## src/rtl/core/tut_pkg.sv

```systemverilog
// Types and constants of the timer UART transceiver core.
`default_nettype none

package tut_pkg;

    // Configuration register indexes and widths
    localparam int unsigned CFG_DATA_W = 16;
    localparam int unsigned CFG_IDX_W  = 1;
    localparam logic [CFG_IDX_W-1:0] CFG_BIT_TIME      = 1'b0;
    localparam logic [CFG_IDX_W-1:0] CFG_HALF_BIT_TIME = 1'b1;

    localparam logic [CFG_DATA_W-1:0] BIT_TIME_RESET      = 16'd104;
    localparam logic [CFG_DATA_W-1:0] HALF_BIT_TIME_RESET = 16'd52;

    // Frame: start, eight data bits, stop
    localparam int unsigned FRAME_W = 10;
    localparam logic [3:0]  FRAME_BITS = 4'd10;

    // Transceiver mode, one-hot
    typedef enum logic [2:0] {
        MODE_IDLE = 3'b001,
        MODE_TX   = 3'b010,
        MODE_RX   = 3'b100
    } tut_mode_t;

    typedef struct packed {
        logic [CFG_DATA_W-1:0] bit_period;
        logic [CFG_DATA_W-1:0] half_period;
    } tut_cfg_t;

    typedef struct packed {
        logic       rx_in;
        logic       tx_start;
        logic [7:0] tx_byte;
    } tut_item_t;

    typedef struct packed {
        logic       tx_out;
        logic       tx_busy;
        logic       rx_busy;
        logic       rx_valid;
        logic [7:0] rx_data;
    } tut_result_t;

endpackage

`default_nettype wire

```

## src/rtl/core/tut_in_if.sv

```systemverilog
// Input channel: one timer tick word with line level and transmit request.
`default_nettype none

interface tut_in_if;
    logic       valid;
    logic       ready;
    logic       rx_in;
    logic       tx_start;
    logic [7:0] tx_byte;

    modport source (output valid, output rx_in, output tx_start, output tx_byte,
                    input ready);
    modport sink (input valid, input rx_in, input tx_start, input tx_byte,
                  output ready);
endinterface

`default_nettype wire

```

## src/rtl/core/tut_out_if.sv

```systemverilog
// Output channel: line and status word produced for every tick.
`default_nettype none

interface tut_out_if;
    logic       valid;
    logic       ready;
    logic       tx_out;
    logic       tx_busy;
    logic       rx_busy;
    logic       rx_valid;
    logic [7:0] rx_data;

    modport source (output valid, output tx_out, output tx_busy, output rx_busy,
                    output rx_valid, output rx_data, input ready);
    modport sink (input valid, input tx_out, input tx_busy, input rx_busy,
                  input rx_valid, input rx_data, output ready);
endinterface

`default_nettype wire

```

## src/rtl/core/tut_engine.sv

```systemverilog
// Transceiver state and single-tick update: bit timer, tx shifter, rx sampler.
`default_nettype none

module tut_engine
    import tut_pkg::*;
#(
    parameter int unsigned COUNT_WIDTH = 16
)
(
    input  wire logic        clk,
    input  wire logic        rst_n,
    input  wire logic        step,
    input  wire tut_item_t   item,
    input  wire tut_cfg_t    cfg,
    output tut_result_t      result
);

    tut_mode_t              mode_reg, mode_next;
    logic [COUNT_WIDTH-1:0] tick_reg, tick_next;
    logic [3:0]             bits_reg, bits_next;
    logic [FRAME_W-1:0]     tx_frame_reg, tx_frame_next;
    logic [FRAME_W-1:0]     rx_frame_reg, rx_frame_next;
    logic                   line_reg, line_next;
    logic                   last_rx_reg;

    logic [COUNT_WIDTH+CFG_DATA_W-1:0] bit_wide, half_wide;
    logic [COUNT_WIDTH-1:0] bit_iv, half_iv;
    logic                   fell;
    logic                   tick_due;
    logic [FRAME_W-1:0]     rx_shift;
    logic [3:0]             bits_dec;

    // Intervals masked to the counter width; zero acts as one tick
    assign bit_wide  = {{COUNT_WIDTH{1'b0}}, cfg.bit_period};
    assign half_wide = {{COUNT_WIDTH{1'b0}}, cfg.half_period};
    assign bit_iv  = (bit_wide[COUNT_WIDTH-1:0] == '0) ? COUNT_WIDTH'(1)
                                                      : bit_wide[COUNT_WIDTH-1:0];
    assign half_iv = (half_wide[COUNT_WIDTH-1:0] == '0) ? COUNT_WIDTH'(1)
                                                        : half_wide[COUNT_WIDTH-1:0];

    assign fell     = last_rx_reg && !item.rx_in;
    assign tick_due = (tick_reg <= COUNT_WIDTH'(1));
    assign rx_shift = {item.rx_in, rx_frame_reg[FRAME_W-1:1]};
    assign bits_dec = bits_reg - 4'd1;

    // Next state for one tick
    always_comb
    begin
        mode_next     = mode_reg;
        tick_next     = tick_reg;
        bits_next     = bits_reg;
        tx_frame_next = tx_frame_reg;
        rx_frame_next = rx_frame_reg;
        line_next     = line_reg;
        result        = '0;

        if (mode_reg != MODE_RX && fell)
        begin
            // start edge: abandon any transmit and arm the first sample
            mode_next     = MODE_RX;
            line_next     = 1'b1;
            rx_frame_next = '0;
            bits_next     = FRAME_BITS;
            tick_next     = half_iv;
        end
        else
        begin
            case (mode_reg)
                MODE_RX:
                begin
                    if (tick_due)
                    begin
                        rx_frame_next = rx_shift;
                        bits_next     = bits_dec;
                        tick_next     = bit_iv;
                        if (bits_dec == 4'd0)
                        begin
                            mode_next = MODE_IDLE;
                            tick_next = '0;
                            // good framing: start low, stop high
                            if (!rx_shift[0] && rx_shift[FRAME_W-1])
                            begin
                                result.rx_valid = 1'b1;
                                result.rx_data  = rx_shift[8:1];
                            end
                        end
                    end
                    else
                    begin
                        tick_next = tick_reg - COUNT_WIDTH'(1);
                    end
                end
                MODE_TX:
                begin
                    if (tick_due)
                    begin
                        if (bits_reg == 4'd0)
                        begin
                            mode_next = MODE_IDLE;
                            tick_next = '0;
                            line_next = 1'b1;
                        end
                        else
                        begin
                            line_next     = tx_frame_reg[0];
                            tx_frame_next = {1'b0, tx_frame_reg[FRAME_W-1:1]};
                            bits_next     = bits_dec;
                            tick_next     = bit_iv;
                        end
                    end
                    else
                    begin
                        tick_next = tick_reg - COUNT_WIDTH'(1);
                    end
                end
                default:
                begin
                    mode_next = MODE_IDLE;
                    if (item.tx_start)
                    begin
                        mode_next     = MODE_TX;
                        tx_frame_next = {1'b1, item.tx_byte, 1'b0};
                        bits_next     = FRAME_BITS;
                        tick_next     = bit_iv;
                        line_next     = 1'b1;
                    end
                end
            endcase
        end

        result.tx_out  = line_next;
        result.tx_busy = (mode_next == MODE_TX);
        result.rx_busy = (mode_next == MODE_RX);
    end

    // State registers, updated once per processed word
    always_ff @(posedge clk or negedge rst_n)
    begin
        if (!rst_n)
        begin
            mode_reg     <= MODE_IDLE;
            tick_reg     <= '0;
            bits_reg     <= '0;
            tx_frame_reg <= '0;
            rx_frame_reg <= '0;
            line_reg     <= 1'b1;
            last_rx_reg  <= 1'b1;
        end
        else if (step)
        begin
            mode_reg     <= mode_next;
            tick_reg     <= tick_next;
            bits_reg     <= bits_next;
            tx_frame_reg <= tx_frame_next;
            rx_frame_reg <= rx_frame_next;
            line_reg     <= line_next;
            last_rx_reg  <= item.rx_in;
        end
    end

endmodule

`default_nettype wire

```

## src/rtl/core/timer_uart_transceiver_core.sv

```systemverilog
// A word accepted into the input register has its result registered in the
// result register. Throughput: one word per cycle while the result register is
// empty or taken; the state update is a combinational pass through the engine
// between the input register and the result register.
// Reset (rst_n, async low): line idle high, mode idle, timer and shifters cleared,
// bit period 104 and half-bit period 52, both pipeline stages empty.
`default_nettype none

module timer_uart_transceiver_core
    import tut_pkg::*;
#(
    parameter int unsigned COUNT_WIDTH = 16
)
(
    input  wire logic                  clk,
    input  wire logic                  rst_n,
    tut_in_if.sink                     req,
    tut_out_if.source                  rsp,
    input  wire logic                  cfg_we,
    input  wire logic [CFG_IDX_W-1:0]  cfg_index,
    input  wire logic [CFG_DATA_W-1:0] cfg_data
);

    tut_cfg_t    cfg_reg;
    logic        in_valid_reg;
    tut_item_t   in_item_reg;
    logic        out_valid_reg;
    tut_result_t out_word_reg;
    tut_result_t result;
    logic        advance;
    logic        step;

    // Pipeline flow: result stage frees when empty or taken
    assign advance   = !out_valid_reg || rsp.ready;
    assign step      = in_valid_reg && advance;
    assign req.ready = !in_valid_reg || advance;

    // Configuration registers
    always_ff @(posedge clk or negedge rst_n)
    begin
        if (!rst_n)
        begin
            cfg_reg.bit_period  <= BIT_TIME_RESET;
            cfg_reg.half_period <= HALF_BIT_TIME_RESET;
        end
        else if (cfg_we)
        begin
            case (cfg_index)
                CFG_BIT_TIME:      cfg_reg.bit_period  <= cfg_data;
                CFG_HALF_BIT_TIME: cfg_reg.half_period <= cfg_data;
                default:           ;
            endcase
        end
    end

    // Input register
    always_ff @(posedge clk or negedge rst_n)
    begin
        if (!rst_n)
            in_valid_reg <= 1'b0;
        else if (req.ready)
            in_valid_reg <= req.valid;
    end

    always_ff @(posedge clk)
    begin
        if (req.valid && req.ready)
        begin
            in_item_reg.rx_in    <= req.rx_in;
            in_item_reg.tx_start <= req.tx_start;
            in_item_reg.tx_byte  <= req.tx_byte;
        end
    end

    tut_engine #(
        .COUNT_WIDTH (COUNT_WIDTH)
    ) u_engine (
        .clk    (clk),
        .rst_n  (rst_n),
        .step   (step),
        .item   (in_item_reg),
        .cfg    (cfg_reg),
        .result (result)
    );

    // Result register
    always_ff @(posedge clk or negedge rst_n)
    begin
        if (!rst_n)
            out_valid_reg <= 1'b0;
        else if (advance)
            out_valid_reg <= in_valid_reg;
    end

    always_ff @(posedge clk)
    begin
        if (step)
            out_word_reg <= result;
    end

    assign rsp.valid    = out_valid_reg;
    assign rsp.tx_out   = out_word_reg.tx_out;
    assign rsp.tx_busy  = out_word_reg.tx_busy;
    assign rsp.rx_busy  = out_word_reg.rx_busy;
    assign rsp.rx_valid = out_word_reg.rx_valid;
    assign rsp.rx_data  = out_word_reg.rx_data;

endmodule

`default_nettype wire

```

## src/flat_wrapper.sv

```systemverilog
// flat-port wrapper written by rule: the top's interface ports become plain ports
module timer_uart_transceiver_core_flat import tut_pkg::*;
#(
    parameter int unsigned COUNT_WIDTH = 16
)
  (clk, rst_n, cfg_we, cfg_index, cfg_data, req_valid, req_rx_in, req_tx_start, req_tx_byte, req_ready, rsp_valid, rsp_tx_out, rsp_tx_busy, rsp_rx_busy, rsp_rx_valid, rsp_rx_data, rsp_ready);
  tut_in_if req_i ();
  tut_out_if rsp_i ();
  input  wire logic clk;
  input  wire logic rst_n;
  input  wire logic cfg_we;
  input  wire logic [CFG_IDX_W-1:0] cfg_index;
  input  wire logic [CFG_DATA_W-1:0] cfg_data;
  input wire logic [$bits(req_i.valid)-1:0] req_valid;
  input wire logic [$bits(req_i.rx_in)-1:0] req_rx_in;
  input wire logic [$bits(req_i.tx_start)-1:0] req_tx_start;
  input wire logic [$bits(req_i.tx_byte)-1:0] req_tx_byte;
  output wire logic [$bits(req_i.ready)-1:0] req_ready;
  output wire logic [$bits(rsp_i.valid)-1:0] rsp_valid;
  output wire logic [$bits(rsp_i.tx_out)-1:0] rsp_tx_out;
  output wire logic [$bits(rsp_i.tx_busy)-1:0] rsp_tx_busy;
  output wire logic [$bits(rsp_i.rx_busy)-1:0] rsp_rx_busy;
  output wire logic [$bits(rsp_i.rx_valid)-1:0] rsp_rx_valid;
  output wire logic [$bits(rsp_i.rx_data)-1:0] rsp_rx_data;
  input wire logic [$bits(rsp_i.ready)-1:0] rsp_ready;
  assign req_i.valid = req_valid;
  assign req_i.rx_in = req_rx_in;
  assign req_i.tx_start = req_tx_start;
  assign req_i.tx_byte = req_tx_byte;
  assign req_ready = req_i.ready;
  assign rsp_valid = rsp_i.valid;
  assign rsp_tx_out = rsp_i.tx_out;
  assign rsp_tx_busy = rsp_i.tx_busy;
  assign rsp_rx_busy = rsp_i.rx_busy;
  assign rsp_rx_valid = rsp_i.rx_valid;
  assign rsp_rx_data = rsp_i.rx_data;
  assign rsp_i.ready = rsp_ready;
  timer_uart_transceiver_core #(.COUNT_WIDTH(COUNT_WIDTH)) u_core (.clk(clk), .rst_n(rst_n), .req(req_i), .rsp(rsp_i), .cfg_we(cfg_we), .cfg_index(cfg_index), .cfg_data(cfg_data));
endmodule
```

## config.mk

```make
export PLATFORM = sky130hd
export DESIGN_NAME = timer_uart_transceiver_core_flat
export DESIGN_NICKNAME = d
export VERILOG_FILES = /design/src/rtl/core/tut_pkg.sv /design/src/rtl/core/tut_in_if.sv /design/src/rtl/core/tut_out_if.sv /design/src/rtl/core/tut_engine.sv /design/src/rtl/core/timer_uart_transceiver_core.sv /design/src/flat_wrapper.sv
export SDC_FILE = /design/constraint.sdc
export NUM_CORES = 1
export LEC_CHECK = 0
export BUFFER_PORTS_ARGS = -buffer_cell sky130_fd_sc_hd__buf_2
export CORE_ASPECT_RATIO = 1.5
export CORE_MARGIN = 4
export CORE_UTILIZATION = 59
export CTS_CLUSTER_DIAMETER = 150
export DETAILED_ROUTE_END_ITERATION = 10
export PLACE_DENSITY = 0.8
export SYNTH_ARGS = -nofsm -noshare
export SYNTH_HDL_FRONTEND = slang
export SYNTH_SLANG_ARGS = --single-unit
```

## constraint.sdc

```tcl
create_clock -name clk -period 2.81 [get_ports clk]
set_input_delay 0.281 -clock clk [delete_from_list [all_inputs] [get_ports clk]]
set_output_delay 0.281 -clock clk [all_outputs]
set_load 0.03 [all_outputs]
```

# Yosys cells after proc, flatten, opt, wreduce, memory -nomap -nowiden
# Index checks and enable logic that the tools add are counted.
classes:
  addsub: 2
  n_lt_le_gt_ge: 1
  n_eq_ne: 10
  muxes: 35
  n_bitwise: 6
  n_reduce_logical: 27
ops:
  columns: ["op", "n"]
  rows:
  - ["$mux W16", 8]
  - ["$mux W10", 6]
  - ["$logic_not A16 Y1", 2]
  - ["$pmux W16 S2", 1]
  - ["$mux W4", 5]
  - ["$pmux W10 S2", 1]
  - ["$le A16 B1 Y1 const B", 1]
  - ["$sub A16 B1 Y16 const B", 1]
  - ["$mux W3", 5]
  - ["$ne A3 B3 Y1 const B", 4]
  - ["$mux W9", 1]
  - ["$logic_not A4 Y1", 2]
  - ["$pmux W4 S2", 1]
  - ["$eq A3 B2 Y1 const B", 2]
  - ["$eq A3 B3 Y1 const B", 2]
  - ["$not A1 Y1", 6]
  - ["$pmux W3 S2", 1]
  - ["$reduce_and A2 Y1", 3]
  - ["$reduce_and A6 Y1", 1]
  - ["$reduce_bool A2 Y1", 3]
  - ["$logic_and A1 B1 Y1", 5]
  - ["$reduce_and A5 Y1", 1]
  - ["$reduce_or A5 Y1", 1]
  - ["$logic_not A1 Y1", 4]
  - ["other kinds (9)", 14]
word_totals:
  regBits: 101
  input_bits: 32
  out_inout_bits: 14
  elab_cells: 100

# Logic depth before layout (Yosys ltp)
logic_depth:
  depth_word: 7
  mapped_depth: 9
  mapped_depth_nobuf: 8

# Cells and area by module
# A second synthesis with hierarchy kept.
hier_totals:
  hier_cells: 432
  area_unflattened_um2: 5021.1
by_module_without_submodules:
  columns: ["mod", "instances", "cells_per_inst", "area_each_um2", "seq_area_each_um2"]
  rows:
  - ["tut_engine", 1, 333, 3016.6, 1104.8]
  - ["timer_uart_transceiver_core", 1, 99, 2004.4, 1519.0]

# Least setup slack after synthesis
# No wires, ideal clock.
synth_path:
  path_type: "flip-flop to flip-flop"
  startpoint: "register u_core.out_valid_reg, in the netlist u_core.rsp.valid"
  endpoint: "register u_core.u_engine.tick_reg[14]"
  setup_time_ps: 78
  arrival_ps: 2160
  t_required_ps: 2732
  path_slack_ps: 572
  path_stages_with_launch: 9
  n_path_buf: 2
  period_less_slack_ps: 2238
  path_cell_list: "dfrtp_1 nand2b_1 nand2_1 clkinv_1 o31ai_1 clkbuf_1 clkbuf_1 nand2_1 a21oi_1"
synth_between:
  elab_chain_cells: 4
synth_rtl:
  columns: ["element", "line_no", "source"]
  rows:
  - ["start: declaration", "timer_uart_transceiver_core.sv:27", "logic out_valid_reg;"]
  - ["start signal: assignment", "timer_uart_transceiver_core.sv:92", "out_valid_reg <= in_valid_reg;"]
  - ["$logic_not A1 Y1", "timer_uart_transceiver_core.sv:34", "assign advance = !out_valid_reg || rsp.ready;"]
  - ["$logic_or A1 B1 Y1", "timer_uart_transceiver_core.sv:34", null]
  - ["$logic_and A1 B1 Y1", "timer_uart_transceiver_core.sv:35", "assign step = in_valid_reg && advance;"]
  - ["via u_core.step", "timer_uart_transceiver_core.sv:31", "logic step;"]
  - ["$reduce_and A2 Y1 (no source line)", null, null]
  - ["end signal: assignment", "tut_engine.sv:152", "tick_reg <= tick_next;"]
  - ["end: declaration", "tut_engine.sv:19", "logic [COUNT_WIDTH-1:0] tick_reg, tick_next;"]
# The timed path passes the listed nets, and every way through them passes these cells.
# A chain may end at the register's enable or synchronous reset.

# Final worst setup path
layout_path:
  startpoint: "register u_core.u_engine.bits_reg[0]"
  endpoint: "register u_core.u_engine.tick_reg[5]"
layout_between:
  elab_chain_cells: 6
layout_rtl:
  columns: ["element", "line_no", "source"]
  rows:
  - ["start: declaration", "tut_engine.sv:20", "logic [3:0] bits_reg, bits_next;"]
  - ["start signal: assignment", "tut_engine.sv:153", "bits_reg <= bits_next;"]
  - ["$sub A4 B1 Y4", "tut_engine.sv:44", "assign bits_dec = bits_reg - 4'd1;"]
  - ["$logic_not A4 Y1", "tut_engine.sv:76", "if (bits_dec == 4'd0)"]
  - ["$mux W16", "tut_engine.sv:76", null]
  - ["$mux W16", "tut_engine.sv:71", "if (tick_due)"]
  - ["$pmux W16 S2 (*)", "tut_engine.sv:68", "case (mode_reg)"]
  - ["$mux W16 (*)", "tut_engine.sv:57", "if (mode_reg != MODE_RX && fell)"]
# Every way passes the cells marked *; elsewhere a longest branch is shown, timed or not.

==> impl_metrics.json <==
{
  "clockPowerShare_pct": 23.3,
  "drtIter0Drc": 192,
  "use_met1_pct": 26.7,
  "worstSetupEndpointType": "register",
  "area_growth_pct": 13.0,
  "num-nets-final": 520,
  "synth_edf_count": 22,
  "crit_arrival_ns": 2.84,
  "start_util_pct": 61.6,
  "gp_congestion": 0.896,
  "cts_resized": 0,
  "die_h_um": 118,
  "vias_per_cell": 6.01,
  "core_area_mm2": 0.00771,
  "synth_top_area_share_pct": 36.4,
  "setup.worst_path.start_class": "register",
  "cts_root_buf": "clkbuf_16",
  "drc": 0,
  "sw_frac_of_total_pct": 35.1,
  "grt_overflow": 0,
  "dp.final_hpwl_mm": 7.15,
  "fin_setup_tns_ns": 0,
  "cts_buffer_depth": 2,
  "rr_startpoint": "u_core.u_engine.bits_reg[0]",
  "yosysSeqAreaShare_pct": 55.2,
  "finalSetupViolCount": 0,
  "syn_nets": 473,
  "antennaDiodeCount": 0,
  "wirelength_mm": 9.84,
  "drive_gt1_share_pct": 24.7,
  "fin_crit_ns": 2.58,
  "crit_path_max_fanout": 13,
  "synth_area_leader_cell": "dfrtp_1",
  "portBuffers": 45,
  "first_pass_iters": 5,
  "cap_violations": 0,
  "cts_setup_buffers": 0,
  "holdBufCountCts": 0,
  "wire_per_inst_um": 16.6,
  "path_buf_inv": 1,
  "r2r-end": "u_core.u_engine.tick_reg[5]",
  "htreeDepth": 3,
  "clkTransAtPathRegs_ns": 0.06,
  "regArea_mm2": 0.00262,
  "p_int_mw": 3.02,
  "pin_count": 46,
  "grt_max_degree": 49,
  "rsz0062_at_grt": "no",
  "switching_power_mw": 1.63,
  "hp-class": "in -> async",
  "crit_chain": "inv_1, ha_1, and2_1, a211oi_1, nor3_1, o31ai_4, a221oi_1, a21oi_1",
  "ys_types": 56,
  "clock_latency_ns": 0.35,
  "hold_viol": 20,
  "sequentialPowerShare_pct": 47.7,
  "via_count": 3553,
  "numCtsBuffers": 9,
  "design_area_mm2": 0.00537,
  "cts_tree": "yes",
  "status": "finished, violations left",
  "largest_reg_flops": 32,
  "fmax_mhz": 388,
  "critPathKind": "reg -> reg",
  "cp.required_ns": 3.07,
  "nFillCells": 608,
  "cp_top_family": "compound AO/OA/AOI/OAI gates",
  "yosysWarnings": 0,
  "violations": "negative hold slack",
  "synth_seq_cells": 100,
  "powerDensity_mw_per_mm2": 866,
  "grt_pass1_wl_mm": 16.6,
  "fin_skew_ns": 0.00464,
  "synthFlopType": "dfrtp_1",
  "synth.avg_cell_area_um2": 10.9,
  "die_w_um": 81.3,
  "p_leak_nw": 2.20,
  "grtUsageMet3_pct": 3.60,
  "post-route-period-util_pct": 91.8,
  "slew_violations": 0,
  "rows": 39,
  "rrSetupSlack_ns": 0.23,
  "grt_usage_pct": 22.5,
  "syn_inst": 437,
  "busiest_layer": "met2",
  "max_slew_margin_pct": 17.5,
  "met2_usage_pct": 38.3,
  "critPathMaxStageDelay_ns": 0.58,
  "ff2ff_path_depth": 8,
  "multiInputGateArea_mm2": 0.00199,
  "critPathSlowestCell": "o31ai_4",
  "power_frac_comb_pct": 29.0,
  "antenna_found_initial": 0,
  "die-area_mm2": 0.00958,
  "grt_pass1_vias": 3554,
  "antenna_left": 0,
  "placed_area_mm2": 0.00511,
  "hold_slack_ns": -0.0160,
  "worstMarginPinSlew_ns": 1.23,
  "netlist_area_mm2": 0.00475,
  "async_reset_ff_share_pct": 78.0,
  "synth.area.top_cells": "dfrtp_1 36%, edfxtp_1 14%, mux2_2 8.5%",
  "peakVddDrop_mv": 0.503,
  "cts.sinks": 100
}
layer usage:
| metal | wire length, um | part of all wire [%] |
|---|---|---|
| met1 | 3890 | 40 |
| met2 | 5260 | 53 |
| met3 | 432 | 4.4 |
| met4 | 250 | 2.5 |
| met5 | 0 | 0 |
area by class of cell:
| class | count | share of cell area [%] |
|---|---|---|
| clock buffers | 12 | 4.41 |
| clock inverters | 4 | 0.303 |
| inverters | 14 | 0.979 |
| multi-input cells | 303 | 37.1 |
| flip-flops and latches | 100 | 48.9 |
| well taps | 102 | 2.38 |
| repair buffers | 56 | 5.97 |
how the worst max path moves through the flow:
| stage | slack (ns) | start | to | cells past startpoint |
|---|---|---|---|---|
| final | 0.23 | u_core.u_engine.bits_reg[0] | u_core.u_engine.tick_reg[5] | 8 |
| after global routing | 0.03 | u_core.u_engine.bits_reg[0] | u_core.u_engine.tick_reg[11] | 8 |
| after CTS | 0.19 | u_core.u_engine.tick_reg[5] | u_core.u_engine.tick_reg[5] | 6 |
| after detailed placement | 0.20 | u_core.u_engine.tick_reg[5] | u_core.u_engine.tick_reg[5] | 6 |
| after global placement | 0.34 | u_core.u_engine.tick_reg[5] | u_core.u_engine.tick_reg[13] | 6 |
| after floorplan | 0.57 | u_core.rsp.valid | u_core.u_engine.tick_reg[14] | 8 |
cells in the mapped netlist, types with 4 or more instances:
master,count
dfrtp_1,69
nand2_1,49
mux2_2,36
nor2_1,30
o21ai_0,28
a21oi_1,25
edfxtp_1,22
clkbuf_1,15
a221oi_1,13
inv_1,13
nand3_1,13
and2_1,12
nor4_1,10
a31oi_1,9
dfstp_2,9
nand2b_1,7
xnor2_1,7
nor3_1,6
xor2_1,5
ha_1,4
o21a_1,4
o31ai_1,4
cells by family (layout without fill, tap and decap cells):
kind of cell | Yosys count | in the layout | share of synthesized area (%)
AOI/OAI and AO/OA | 104 | 104 | 14.4
xor gates and xnor gates | 12 | 12 | 2.21
adders and majority gates | 4 | 4 | 1.05
buffers and inverters | 34 | 86 | 3.00
DFF | 100 | 100 | 55.2
muxes | 36 | 36 | 8.54
and+or+nand+nor | 147 | 147 | 15.6
through the flow:
step	utilization [%]	total power, mW	worst slack [ns]	instances
detailed placement	66.3	3.57	0.197	575
finish	69.6	4.65	0.230	591
CTS	69.6	4.65	0.191	591
global route	69.6	4.94	0.0313	591
floorplan	-	3.18	0.572	437
global placement	66.3	3.50	0.336	575
cell usage in the layout, fill, tap and decap left out, types with 9 or more instances in the layout:
master,n
dfrtp_1,69
nand2_1,49
buf_2,45
mux2_2,36
nor2_1,30
o21ai_0,28
a21oi_1,25
edfxtp_1,22
inv_1,13
nand3_1,13
a221oi_1,13
and2_1,12
nor4_1,10
buf_4,10
a31oi_1,9
clkbuf_16,9
dfstp_2,9
power groups by stage:
| stage | Combinational, mW | Sequential, mW | Clock (mW) |
|---|---|---|---|
| floorplan | 1.02 | 2.16 | 0 |
| global placement | 1.29 | 2.21 | 0 |
| detailed placement | 1.34 | 2.23 | 0 |
| CTS | 1.35 | 2.21 | 1.09 |
| global route | 1.51 | 2.27 | 1.16 |
| finish | 1.35 | 2.22 | 1.08 |
Power figures use the tool's default switching activity.
